## config.mk

```make
export PLATFORM = sky130hd
export DESIGN_NAME = glyph_row_pixel_expander
export DESIGN_NICKNAME = d
export VERILOG_FILES = /design/src/gpe_pkg.sv /design/src/glyph_row_pixel_expander.sv /design/src/gpe_cfg_regs.sv /design/src/gpe_line_setup.sv /design/src/gpe_pixel_gen.sv
export SDC_FILE = /design/constraint.sdc
export NUM_CORES = 1
export LEC_CHECK = 0
export BUFFER_PORTS_ARGS = -buffer_cell sky130_fd_sc_hd__buf_4
export CAP_MARGIN = 20
export CORE_MARGIN = 2
export CORE_UTILIZATION = 50
export CTS_CLUSTER_SIZE = 16
export DETAILED_ROUTE_END_ITERATION = 10
export PLACE_DENSITY = 0.69
export SLEW_MARGIN = 20
export SYNTH_ARGS = -nofsm -noshare
export SYNTH_HDL_FRONTEND = slang
export SYNTH_SLANG_ARGS = --single-unit
```

## constraint.sdc

```tcl
create_clock -name aclk -period 16.25 [get_ports aclk]
set_input_delay 3.25 -clock aclk [delete_from_list [all_inputs] [get_ports aclk]]
set_output_delay 3.25 -clock aclk [all_outputs]
set_load 0.05 [all_outputs]
```

## src/gpe_pkg.sv

```systemverilog
// Shared types and constants of the glyph row pixel expander.
// No dependencies; imported by every module of the block.
package gpe_pkg;

    localparam int COLOR_BITS      = 16;
    localparam int MAX_LINE_PIXELS = 64;

    localparam int LINE_W    = 6;
    localparam int ROW_W     = 16;
    localparam int FLAG_W    = 4;
    localparam int CFG_IDX_W = 3;
    localparam int CFG_DAT_W = 5;

    // Raw line length before clipping: (15 + 15) columns, x2 wide, x2 doubled.
    localparam int RUN_W = 7;
    localparam int COL_W = 6;

    localparam int IN_FIELD_W = LINE_W + ROW_W + 2 * COLOR_BITS;
    localparam int S_DATA_W   = ((IN_FIELD_W + 7) / 8) * 8;
    localparam int M_DATA_W   = ((COLOR_BITS + 7) / 8) * 8;

    typedef logic [COLOR_BITS-1:0] color_t;

    localparam color_t COLOR_RED   = COLOR_BITS'(32'h0000_F800);
    localparam color_t COLOR_BLACK = '0;

    typedef enum logic [CFG_IDX_W-1:0] {
        REG_GLYPH_WIDTH    = 3'd0,
        REG_GLYPH_HEIGHT   = 3'd1,
        REG_DATA_ROW_COUNT = 3'd2,
        REG_COL_GAP        = 3'd3,
        REG_ROW_GAP        = 3'd4,
        REG_DOUBLE_WIDE    = 3'd5,
        REG_DOUBLE_TALL    = 3'd6
    } cfg_index_t;

    typedef struct packed {
        logic [3:0] glyph_width;
        logic [4:0] glyph_height;
        logic [4:0] data_row_count;
        logic [3:0] col_gap;
        logic [3:0] row_gap;
        logic       double_wide;
        logic       double_tall;
    } cfg_t;

    typedef struct packed {
        logic [RUN_W-1:0] pixel_count;
        logic [RUN_W-1:0] left_len;
        logic [RUN_W-1:0] ink_len;
        logic [ROW_W-1:0] pattern;
        logic             wide;
        logic             bold;
        logic             plain;
        logic             dup;
        color_t           ink_color;
        color_t           paper_color;
    } line_desc_t;

endpackage

```

## src/glyph_row_pixel_expander.sv

```systemverilog
// Glyph row pixel expander: text-mode character generator back end.
// Input item: one line of a character cell on s_*; result: pixels on m_*, cfg_* port.
//
// Usage:
//   s_tdata carries line number, glyph row bits and colors; s_tuser carries the
//   wide, bold, underline and cursor flags. Each accepted item produces the
//   line's RGB565 pixels on m_tdata, one item per pixel, left to right, with
//   m_tlast on the final pixel. Lines outside the cell or of zero length
//   produce nothing. Lines longer than 64 pixels are cut to 64.
//   After acceptance a line is held in the line register, and each of its pixels
//   passes through the output register. The pixel counter emits one pixel per
//   cycle while m_tready does not stall it, and the next line is accepted in the
//   cycle its predecessor's final pixel enters the output register, so lines
//   stream back to back with no gap.
//   A stall on m_tready holds the output register and the pixel counter; the
//   input side waits until the current line's final pixel enters the output register.
//   Reset (aresetn low, synchronous) drops any line in flight and restores the
//   default registers: 8 columns, 16 rows, 16 data rows, no gaps, no doubling.
//   User writes registers via cfg_we/cfg_index/cfg_wdata only while idle; unchecked.
module glyph_row_pixel_expander import gpe_pkg::*; (
    input  logic                 aclk,
    input  logic                 aresetn,
    input  logic                 cfg_we,
    input  logic [CFG_IDX_W-1:0] cfg_index,
    input  logic [CFG_DAT_W-1:0] cfg_wdata,
    input  logic                 s_tvalid,
    output logic                 s_tready,
    // line_number[5:0], glyph_row[21:6], fg_color[37:22], bg_color[53:38], zero pad
    input  logic [S_DATA_W-1:0]  s_tdata,
    // wide_glyph[0], bold_on[1], underline_on[2], cursor_on[3]
    input  logic [FLAG_W-1:0]    s_tuser,
    output logic                 m_tvalid,
    input  logic                 m_tready,
    // pixel_color[15:0]
    output logic [M_DATA_W-1:0]  m_tdata,
    output logic                 m_tlast
);

    localparam int ROW_LO = LINE_W;
    localparam int FG_LO  = ROW_LO + ROW_W;
    localparam int BG_LO  = FG_LO + COLOR_BITS;

    cfg_t       cfg;
    line_desc_t desc;
    color_t     px_color;

    gpe_cfg_regs u_cfg_regs (
        .aclk      (aclk),
        .aresetn   (aresetn),
        .cfg_we    (cfg_we),
        .cfg_index (cfg_index),
        .cfg_wdata (cfg_wdata),
        .cfg       (cfg)
    );

    gpe_line_setup u_line_setup (
        .cfg          (cfg),
        .line_number  (s_tdata[LINE_W-1:0]),
        .glyph_row    (s_tdata[FG_LO-1:ROW_LO]),
        .wide_glyph   (s_tuser[0]),
        .bold_on      (s_tuser[1]),
        .underline_on (s_tuser[2]),
        .cursor_on    (s_tuser[3]),
        .fg_color     (s_tdata[BG_LO-1:FG_LO]),
        .bg_color     (s_tdata[BG_LO+COLOR_BITS-1:BG_LO]),
        .desc         (desc)
    );

    gpe_pixel_gen u_pixel_gen (
        .aclk       (aclk),
        .aresetn    (aresetn),
        .line_valid (s_tvalid),
        .line_desc  (desc),
        .line_ready (s_tready),
        .px_valid   (m_tvalid),
        .px_ready   (m_tready),
        .px_color   (px_color),
        .px_last    (m_tlast)
    );

    assign m_tdata = M_DATA_W'(px_color);

endmodule

```

## src/gpe_cfg_regs.sv

```systemverilog
// Configuration register bank of the glyph row pixel expander.
// Depends on gpe_pkg for the register layout and index codes.
module gpe_cfg_regs import gpe_pkg::*; (
    input  logic                 aclk,
    input  logic                 aresetn,
    input  logic                 cfg_we,
    input  logic [CFG_IDX_W-1:0] cfg_index,
    input  logic [CFG_DAT_W-1:0] cfg_wdata,
    output cfg_t                 cfg
);

    cfg_t cfg_reg;

    always_ff @(posedge aclk) begin
        if (!aresetn) begin
            cfg_reg.glyph_width    <= 4'd8;
            cfg_reg.glyph_height   <= 5'd16;
            cfg_reg.data_row_count <= 5'd16;
            cfg_reg.col_gap        <= 4'd0;
            cfg_reg.row_gap        <= 4'd0;
            cfg_reg.double_wide    <= 1'b0;
            cfg_reg.double_tall    <= 1'b0;
        end else if (cfg_we) begin
            case (cfg_index)
                REG_GLYPH_WIDTH:    cfg_reg.glyph_width    <= cfg_wdata[3:0];
                REG_GLYPH_HEIGHT:   cfg_reg.glyph_height   <= cfg_wdata[4:0];
                REG_DATA_ROW_COUNT: cfg_reg.data_row_count <= cfg_wdata[4:0];
                REG_COL_GAP:        cfg_reg.col_gap        <= cfg_wdata[3:0];
                REG_ROW_GAP:        cfg_reg.row_gap        <= cfg_wdata[3:0];
                REG_DOUBLE_WIDE:    cfg_reg.double_wide    <= cfg_wdata[0];
                REG_DOUBLE_TALL:    cfg_reg.double_tall    <= cfg_wdata[0];
                default: begin
                end
            endcase
        end
    end

    assign cfg = cfg_reg;

endmodule

```

## src/gpe_line_setup.sv

```systemverilog
// Per-line setup: turns one input item and the configuration into a line descriptor
// (pixel count, margin and ink spans, pattern, colors). Depends on gpe_pkg.
module gpe_line_setup import gpe_pkg::*; (
    input  cfg_t              cfg,
    input  logic [LINE_W-1:0] line_number,
    input  logic [ROW_W-1:0]  glyph_row,
    input  logic              wide_glyph,
    input  logic              bold_on,
    input  logic              underline_on,
    input  logic              cursor_on,
    input  color_t            fg_color,
    input  color_t            bg_color,
    output line_desc_t        desc
);

    logic             dbl_mode;
    logic [2:0]       top_gap;
    logic [2:0]       left_gap;
    logic [4:0]       half_h;
    logic [6:0]       line7;
    logic [ROW_W-1:0] narrow_row;

    logic [4:0]       ink_rows;
    logic             plain_ink;
    logic             plain_in_cell;
    logic [5:0]       idx;
    logic             plain_cur;
    logic             plain_ul;
    logic             plain_forced;
    color_t           forced_color;
    logic [ROW_W-1:0] plain_pat;

    logic [5:0]       ink_lines;
    logic             dbl_in_cell;
    logic             dbl_ink;
    logic [5:0]       rel;
    logic [5:0]       i2;
    logic [6:0]       dbl_i;
    logic             cz;
    logic             dbl_red;
    logic [ROW_W-1:0] dbl_pat;

    logic [4:0]       cols;
    logic [5:0]       units;
    logic [5:0]       ink_cols;
    logic [RUN_W-1:0] total;
    logic [RUN_W-1:0] lm;
    logic [RUN_W-1:0] ik;
    logic             in_cell;

    always_comb begin
        dbl_mode   = cfg.double_wide | cfg.double_tall;
        top_gap    = cfg.row_gap[3:1];
        left_gap   = cfg.col_gap[3:1];
        half_h     = {1'b0, cfg.glyph_height[4:1]};
        line7      = {1'b0, line_number};
        narrow_row = {glyph_row[15:8], 8'h00};

        ink_rows = wide_glyph ? cfg.glyph_height :
                   ((cfg.data_row_count < cfg.glyph_height) ? cfg.data_row_count
                                                            : cfg.glyph_height);
        plain_ink     = (line7 >= 7'(top_gap)) && (line7 < 7'(top_gap) + 7'(ink_rows));
        plain_in_cell = line7 < 7'(cfg.glyph_height) + 7'(cfg.row_gap);
        idx           = plain_ink ? line_number - 6'(top_gap) : line_number;
        plain_cur     = cursor_on && (idx >= {1'b0, half_h});
        plain_ul      = underline_on && (7'(idx) + 7'd1 >= 7'(cfg.glyph_height));
        plain_forced  = plain_cur | plain_ul;
        forced_color  = plain_cur ? COLOR_RED : fg_color;
        plain_pat     = wide_glyph ? ((idx < {1'b0, cfg.data_row_count}) ? glyph_row : '0)
                                   : narrow_row;

        ink_lines   = cfg.double_tall ? {cfg.glyph_height, 1'b0} : {1'b0, cfg.glyph_height};
        dbl_in_cell = line7 < 7'(ink_lines) + 7'(cfg.row_gap);
        dbl_ink     = (line7 >= 7'(top_gap)) && (line7 < 7'(top_gap) + 7'(ink_lines));
        rel         = line_number - 6'(top_gap);
        i2          = cfg.double_tall ? {1'b0, rel[5:1]} : rel;
        dbl_i       = 7'(top_gap) + 7'(i2);
        cz          = cursor_on && (dbl_i >= 7'(half_h));
        dbl_red     = dbl_ink ? cz : cursor_on;
        dbl_pat     = (i2 < {1'b0, cfg.data_row_count})
                    ? (wide_glyph ? glyph_row : narrow_row) : '0;

        cols     = {1'b0, cfg.glyph_width} + {1'b0, cfg.col_gap};
        units    = wide_glyph ? {cols, 1'b0} : {1'b0, cols};
        ink_cols = wide_glyph ? 6'({cfg.glyph_width, 1'b0}) : 6'(cfg.glyph_width);

        if (dbl_mode) begin
            total   = cfg.double_wide ? {units, 1'b0} : 7'(units);
            lm      = dbl_ink ? (cfg.double_wide ? 7'({left_gap, 1'b0}) : 7'(left_gap)) : '0;
            ik      = dbl_ink ? (cfg.double_wide ? {ink_cols, 1'b0} : 7'(ink_cols)) : '0;
            in_cell = dbl_in_cell;
            desc.pattern     = dbl_pat;
            desc.ink_color   = dbl_red ? COLOR_BLACK : fg_color;
            desc.paper_color = dbl_red ? COLOR_RED : bg_color;
        end else begin
            total   = 7'(units);
            lm      = plain_ink ? 7'(left_gap) : '0;
            ik      = plain_ink ? 7'(ink_cols) : '0;
            in_cell = plain_in_cell;
            desc.pattern     = plain_pat;
            desc.ink_color   = plain_forced ? COLOR_BLACK : fg_color;
            desc.paper_color = plain_forced ? forced_color : bg_color;
        end

        if (!in_cell) begin
            desc.pixel_count = '0;
        end else if (total > RUN_W'(MAX_LINE_PIXELS)) begin
            desc.pixel_count = RUN_W'(MAX_LINE_PIXELS);
        end else begin
            desc.pixel_count = total;
        end
        desc.left_len = lm;
        desc.ink_len  = ik;
        desc.wide     = wide_glyph;
        desc.bold     = bold_on;
        desc.plain    = !dbl_mode;
        desc.dup      = cfg.double_wide;
    end

endmodule

```

## src/gpe_pixel_gen.sv

```systemverilog
// Line register, pixel counter and output register: emits one pixel per cycle while px_ready does not stall it.
// Depends on gpe_pkg for the line descriptor and colors.
module gpe_pixel_gen import gpe_pkg::*; (
    input  logic          aclk,
    input  logic          aresetn,
    input  logic          line_valid,
    input  line_desc_t    line_desc,
    output logic          line_ready,
    output logic          px_valid,
    input  logic          px_ready,
    output color_t        px_color,
    output logic          px_last
);

    logic             busy_reg;
    logic             busy_next;
    logic [RUN_W-1:0] pos_reg;
    logic [RUN_W-1:0] pos_next;
    line_desc_t       desc_reg;
    logic             out_valid_reg;
    color_t           out_color_reg;
    logic             out_last_reg;

    logic             out_free;
    logic             emit;
    logic             last_px;
    logic             line_take;
    logic [RUN_W-1:0] q;
    logic             in_ink;
    logic [COL_W-1:0] col;
    logic             sub;
    logic             cur_bit;
    logic             prev_bit;
    logic             col_in;
    logic             ink_hit;
    color_t           color;

    function automatic logic col_bit(input logic [ROW_W-1:0] pat, input logic wide,
                                     input logic [COL_W-1:0] k);
        logic in_range;
        in_range = wide ? (k < COL_W'(16)) : (k < COL_W'(8));
        return in_range & pat[~k[3:0]];
    endfunction

    always_comb begin
        out_free  = !out_valid_reg || px_ready;
        emit      = busy_reg && out_free;
        last_px   = pos_reg == desc_reg.pixel_count - RUN_W'(1);
        line_ready = !busy_reg || (emit && last_px);
        line_take = line_valid && line_ready && (line_desc.pixel_count != '0);

        q        = pos_reg - desc_reg.left_len;
        in_ink   = (pos_reg >= desc_reg.left_len) &&
                   (pos_reg < desc_reg.left_len + desc_reg.ink_len);
        col      = desc_reg.dup ? q[RUN_W-1:1] : q[COL_W-1:0];
        sub      = desc_reg.dup & q[0];
        cur_bit  = col_bit(desc_reg.pattern, desc_reg.wide, col);
        prev_bit = (col != '0) && col_bit(desc_reg.pattern, desc_reg.wide, col - COL_W'(1));
        col_in   = desc_reg.wide ? (col < COL_W'(16)) : (col < COL_W'(8));
        if (desc_reg.plain) begin
            ink_hit = cur_bit | (desc_reg.bold & prev_bit & col_in);
        end else begin
            ink_hit = sub ? cur_bit : (cur_bit | (desc_reg.bold & prev_bit));
        end
        color = (in_ink && ink_hit) ? desc_reg.ink_color : desc_reg.paper_color;

        if (line_take) begin
            busy_next = 1'b1;
            pos_next  = '0;
        end else if (emit) begin
            busy_next = !last_px;
            pos_next  = pos_reg + RUN_W'(1);
        end else begin
            busy_next = busy_reg;
            pos_next  = pos_reg;
        end
    end

    always_ff @(posedge aclk) begin
        if (!aresetn) begin
            busy_reg      <= 1'b0;
            pos_reg       <= '0;
            out_valid_reg <= 1'b0;
        end else begin
            busy_reg <= busy_next;
            pos_reg  <= pos_next;
            if (emit) begin
                out_valid_reg <= 1'b1;
            end else if (px_ready) begin
                out_valid_reg <= 1'b0;
            end
        end
    end

    always_ff @(posedge aclk) begin
        if (line_take) begin
            desc_reg <= line_desc;
        end
        if (emit) begin
            out_color_reg <= color;
            out_last_reg  <= last_px;
        end
    end

    assign px_valid = out_valid_reg;
    assign px_color = out_color_reg;
    assign px_last  = out_last_reg;

`ifndef SYNTHESIS
    a_pos_in_line: assert property (@(posedge aclk) disable iff (!aresetn)
        busy_reg |-> (pos_reg < desc_reg.pixel_count))
        else $error("pixel position beyond line length");

    a_count_bounded: assert property (@(posedge aclk) disable iff (!aresetn)
        busy_reg |-> (desc_reg.pixel_count != '0 &&
                      desc_reg.pixel_count <= RUN_W'(MAX_LINE_PIXELS)))
        else $error("active line has bad pixel count");

    a_last_marked: assert property (@(posedge aclk) disable iff (!aresetn)
        (emit && last_px) |=> (out_valid_reg && out_last_reg))
        else $error("final pixel not marked last");

    a_pos_advance: assert property (@(posedge aclk) disable iff (!aresetn)
        (emit && !last_px) |=> (busy_reg && pos_reg == $past(pos_reg) + RUN_W'(1)))
        else $error("pixel position skipped");
`endif

endmodule

```

## Word-level counts from Yosys, hierarchy flattened

Cells that the tools add are included.

| word-level totals | value |
|---|---|
| register bits after elaboration | 123 |
| latch bits | 0 |
| bits in writable memories | 0 |
| memory bits (read-only) | 0 |
| bits of input ports | 73 |
| logic and storage cells | 151 |
| memories | 0 |

| cells by class | value |
|---|---|
| add/subtract/negate cells | 13 |
| $mul | 0 |
| div/mod/pow operators | 0 |
| order comparisons | 20 |
| eq/ne operators | 7 |
| shift-type cells | 0 |
| muxes and demuxes | 46 |
| bitwise gates (word level) | 12 |
| reductions and logical operators | 31 |

Operators with widths:

| kind | count |
|---|---|
| $mux 16 | 10 |
| $mux 7 | 9 |
| $mux 6 | 6 |
| $mux 32 | 1 |
| $lt 6x7->1 | 4 |
| $mux 5 | 3 |
| $add 3x6->7 | 2 |
| $reduce_and 2->1 | 7 |
| $logic_and 1x1->1 | 12 |
| $lt 6x4->1 const B | 2 |
| $lt 6x5->1 | 2 |
| $lt 6x5->1 const B | 2 |
| $mux 1 | 12 |
| $lt 4x5->1 const B | 2 |
| $eq 3x3->1 const B | 3 |
| $bmux 1 s4 | 2 |
| $mux 8 | 1 |
| $not 4->4 | 2 |
| $add 6x1->7 const B | 1 |
| $add 6x4->7 | 1 |
| $add 7x1->7 const B | 1 |
| $add 7x7->7 | 1 |
| $eq 7x7->1 | 1 |
| $ge 7x4->1 | 1 |
| 28 further kinds | 41 |

## Logic depth before layout (Yosys ltp)

| logic depth | value |
|---|---|
| depth after elaboration | 14 |
| mapped depth | 32 |

## By module

From an unflattened synthesis, not the netlist that was laid out.

| unflattened totals | value |
|---|---|
| cells, all modules | 911 |
| area, all modules | 9399.0 um^2 |

Modules (own cells, without submodules):

| module | times used | cells an instance | area an instance (um^2) | seq. area each (um^2) |
|---|---|---|---|---|
| gpe_pixel_gen | 1 | 351 | 4951.0 | 2882.8 |
| gpe_line_setup | 1 | 469 | 3490.8 | 0.0 |
| gpe_cfg_regs | 1 | 91 | 957.2 | 480.5 |

## Worst setup path after synthesis

Ideal clock, no wire load.

| path | value |
|---|---|
| path kind | input -> register |
| start point | input port s_tuser[0] |
| end point | register u_pixel_gen.desc_reg[11] (netlist bit) (data pin) |
| library setup time | 0.269 ns |
| data arrival time | 7.901 ns |
| required time | 15.981 ns |
| slack | 8.080 ns |
| cell stages on the path | 26 |
| buffers on the path | 2 |
| cells stage by stage | clkbuf_1 nor2_1 nand2_1 o21ai_0 ha_1 fa_1 a21oi_1 nor2_1 xor2_1 ha_1 a21o_1 a21oi_1 o211ai_1 mux2_2 inv_1 ha_1 a21boi_0 xor2_1 ha_1 nor2_1 a21oi_1 nor4b_1 nor2_1 o22ai_1 clkbuf_1 a22oi_1 |

RTL lines:

| what | line | text |
|---|---|---|
| from (decl) | glyph_row_pixel_expander.sv:31 | `input logic [FLAG_W-1:0] s_tuser,` |
| to (signal assigned) | gpe_pixel_gen.sv:97 | `desc_reg <= line_desc;` |
| to (decl) | gpe_pixel_gen.sv:19 | `line_desc_t desc_reg;` |

==> metrics.txt <==
Total Die Area ~0.019 mm2; core footprint roughly 0.017 mm2; dpl cells 1,130; clock root buffer clkbuf_16; Setup Viol. Count Final 0; Max Freq ~110 MHz; remaining antenna violation count 0; number of flip-flops in the largest register 69; die extent in x roughly 140 um; Max VDD drop 0.0000647 V; gr ovfl total 0; Initial DRC Count 323; chip height 137 um; initial antenna violation count 0; Starting Density between 50% and 60%; Clk pin slew, worst setup/hold paths around 0.06 ns; fin area approximately 0.010 mm2; Net count, final approximately 1,100; vias per cell 5.59; RePlAce Congestion between 0.8 and 0.9; clock sinks about 120; Pre-Repair DR Iteration Count 6; worst r2r src u_cfg_regs.cfg[16]$_SDFFE_PN0P_; I/O pin cnt just over 90; Ys Warns 0; htree depth 4; crit share post-route about 56%; pin count of the biggest net entering global routing 60; Hold Crit Class flip-flop to flip-flop; Reg2Reg Setup Slack 8.70 ns; Avg Inst Size Synth roughly 10 um2; sequential-to-total area share from yosys stat between 30 and 40%; run status completed; Mapped Cells roughly 840; Crit Path Category input pin to flip-flop; CP Launch Type input pin; Worst Reg-to-Reg Cells 29; Hold Buf Count CTS 0; crit path to u_pixel_gen.desc_reg[12]$_DFFE_PP_; Pwr Density between 80 and 90 mW/mm2; Setup Skew 0.0121 ns; Synth Register Bits ~120; RSZ-0062 raised after global routing no; Hold Fails Final Rpt 0; post-cts sizing count 0; CP required between 15 and 20 ns; Critical Path Start s_tuser[0]; RR Endpoint u_pixel_gen.desc_reg[12]$_DFFE_PP_; CTS buffer count 17; clk_lat worst skew around 0.41 ns; Max-cap violations 0; Layout area overhead 16.5%; Worst Tran Pin Value ~1.0 ns; diode count 0; Slew HR approximately 30%; CP max FO 32; Syn Nets just over 1,000; Arr. time, crit path between 9 and 10 ns; Period minus WS final 9.17 ns; final setup TNS 0 ns; detailed placement HPWL ~14,000 um; # DRC 0; post-route insts no fill 1,162; Post-synth top flop edfxtp_1; Total GRT Usage roughly a fifth; Area after DPL around 0.0096 mm2; row cnt 48; drt total wl roughly 19,000 um; leak pwr around 4.3 nW; first-pass GRT wire length 31,200 um; Slew Viols, Final 0; CP Capture Type flip-flop; layout cells sized above 1 a little under a fifth; CTS Buffer Depth 2; port bufs around 90; fraction of registers with async set/reset 0%; routed vias ~6,500; Setup Fix Bufs, Post-CTS 0; vias in the first global route approximately 6,300; Avg WL per Cell around 16 um; CTS tree yes; Post-synth EDFFs 86; mapped cell area between 0.008 and 0.009 mm2; post-synthesis cell type count 76
## cell type report
cell class | instances | area, um2
fillers | 1467 | 6990
flip-flops and latches | 119 | 3240
repair buffers | 91 | 683
multi-input cells | 635 | 5210
clock inverters | 14 | 175
clock buffers | 18 | 429
well taps | 225 | 282
inverters | 60 | 225
## report_power, final
part | total (mW) | leakage [nW] | internal (mW) | switching [mW]
Clock | 0.378 | 0.287 | 0.242 | 0.136
Combinational | 0.185 | 2.97 | 0.0858 | 0.0989
Sequential | 0.357 | 1.06 | 0.347 | 0.00992
Total | 0.920 | 4.32 | 0.675 | 0.245
## routing by layer
| metal | GRT usage [%] | vias to the layer above | share of wire, % |
|---|---|---|---|
| li1 | - | 3270 | - |
| met1 | 27.4 | 3120 | 45 |
| met2 | 37.2 | 90 | 51 |
| met3 | 2.78 | 13 | 2.9 |
| met4 | 6.60 | 0 | 1.0 |
| met5 | 0 | - | 0 |
## how the worst min path moves through the flow
stage                                                 start                            endpoint  slack, ns  cells past startpoint
after detailed placement  u_pixel_gen.busy_reg$_SDFFE_PN0P_   u_pixel_gen.px_valid$_SDFFE_PN0P_       0.48                      1
after global routing      u_pixel_gen.busy_reg$_SDFFE_PN0P_   u_pixel_gen.px_valid$_SDFFE_PN0P_       0.54                      1
after floorplan              u_cfg_regs.cfg[1]$_SDFFE_PN0P_  u_pixel_gen.desc_reg[32]$_DFFE_PP_       0.41                      0
final                     u_pixel_gen.busy_reg$_SDFFE_PN0P_   u_pixel_gen.px_valid$_SDFFE_PN0P_       0.49                      1
after CTS                 u_pixel_gen.busy_reg$_SDFFE_PN0P_   u_pixel_gen.px_valid$_SDFFE_PN0P_       0.49                      1
after global placement    u_pixel_gen.busy_reg$_SDFFE_PN0P_   u_pixel_gen.px_valid$_SDFFE_PN0P_       0.46                      1
## placed cells by master, fill, tap and decap left out, types with 17 or more instances in the layout
| cell | count |
|---|---|
| a21o_1 | 27 |
| a21oi_1 | 45 |
| and2_1 | 36 |
| and3_1 | 17 |
| buf_4 | 91 |
| clkbuf_16 | 17 |
| dfxtp_1 | 33 |
| edfxtp_1 | 86 |
| ha_1 | 86 |
| inv_1 | 58 |
| mux2i_1 | 31 |
| nand2_1 | 35 |
| nand2b_1 | 17 |
| nor2_1 | 39 |
| nor2b_1 | 32 |
| o21ai_0 | 38 |
| xnor2_1 | 33 |
## synth_stat cells, drive strengths merged, types with 7 or more instances
master / count / share of area [%]
edfxtp: 86 / 29
ha: 86 / 12
inv: 59 / 2.5
a21oi: 45 / 2.6
nor2: 39 / 1.7
o21ai: 39 / 2.2
and2: 36 / 2.6
nand2: 35 / 1.5
dfxtp: 33 / 7.5
nor2b: 33 / 2.3
xnor2: 33 / 3.3
mux2i: 31 / 3.5
a21o: 28 / 2.4
clkbuf: 22 / 0.95
mux2: 21 / 3.1
and3: 19 / 1.4
nand2b: 17 / 1.2
nor3: 15 / 0.98
a22o: 14 / 1.4
mux4: 14 / 3.7
nand3: 14 / 0.80
xor2: 14 / 1.4
fa: 9 / 2.0
a211oi: 8 / 0.68
a21boi: 8 / 0.68
buf: 8 / 0.75
a31oi: 7 / 0.50
o211ai: 7 / 0.71
## metrics by stage
| step | utilization (%) | worst slack (ns) | total power [mW] | hold slack [ns] |
|---|---|---|---|---|
| 4_1_cts | 59.4 | 6.87 | 0.926 | 0.494 |
| 2_1_floorplan | - | 8.08 | 0.495 | 0.406 |
| 3_5_place_dp | 55.9 | 6.48 | 0.548 | 0.480 |
| 3_3_place_gp | 55.9 | 6.63 | 0.542 | 0.458 |
| 6_report | 59.5 | 7.08 | 0.920 | 0.489 |
| 5_1_grt | 59.5 | 6.34 | 0.961 | 0.539 |
## critical path, stage by stage
cell and delay (ns):
buf_4 0.18, nor2_1 0.12, nand2_1 0.18, nand2_1 0.11
o21ai_0 0.11, ha_1 0.22, fa_1 0.41, a21oi_1 0.14
nor2_1 0.06, xor2_1 0.15, ha_1 0.31, nand3_1 0.09
o211ai_1 0.71, mux2_2 0.45, inv_1 0.09, ha_1 0.19
a21boi_0 0.34, xor2_1 0.19, ha_1 0.25, nor2_1 0.09
a21oi_1 0.06, nor4b_1 0.57, nor2_1 0.18, o22ai_4 0.64
a22oi_1 0.20
## logic make-up after synthesis
family                   count (synthesis)  synth area share, %
flip-flops                             119                 36.9
AO/OA/AOI/OAI                          192                 14.6
XOR/XNOR                                47                 4.68
buffers and inverters                   90                 4.27
multiplexers                            66                 10.4
adder cells (fa/ha/maj)                 96                 14.4
AND/OR/NAND/NOR                        234                 14.8
(Power assumes the default switching activity.)
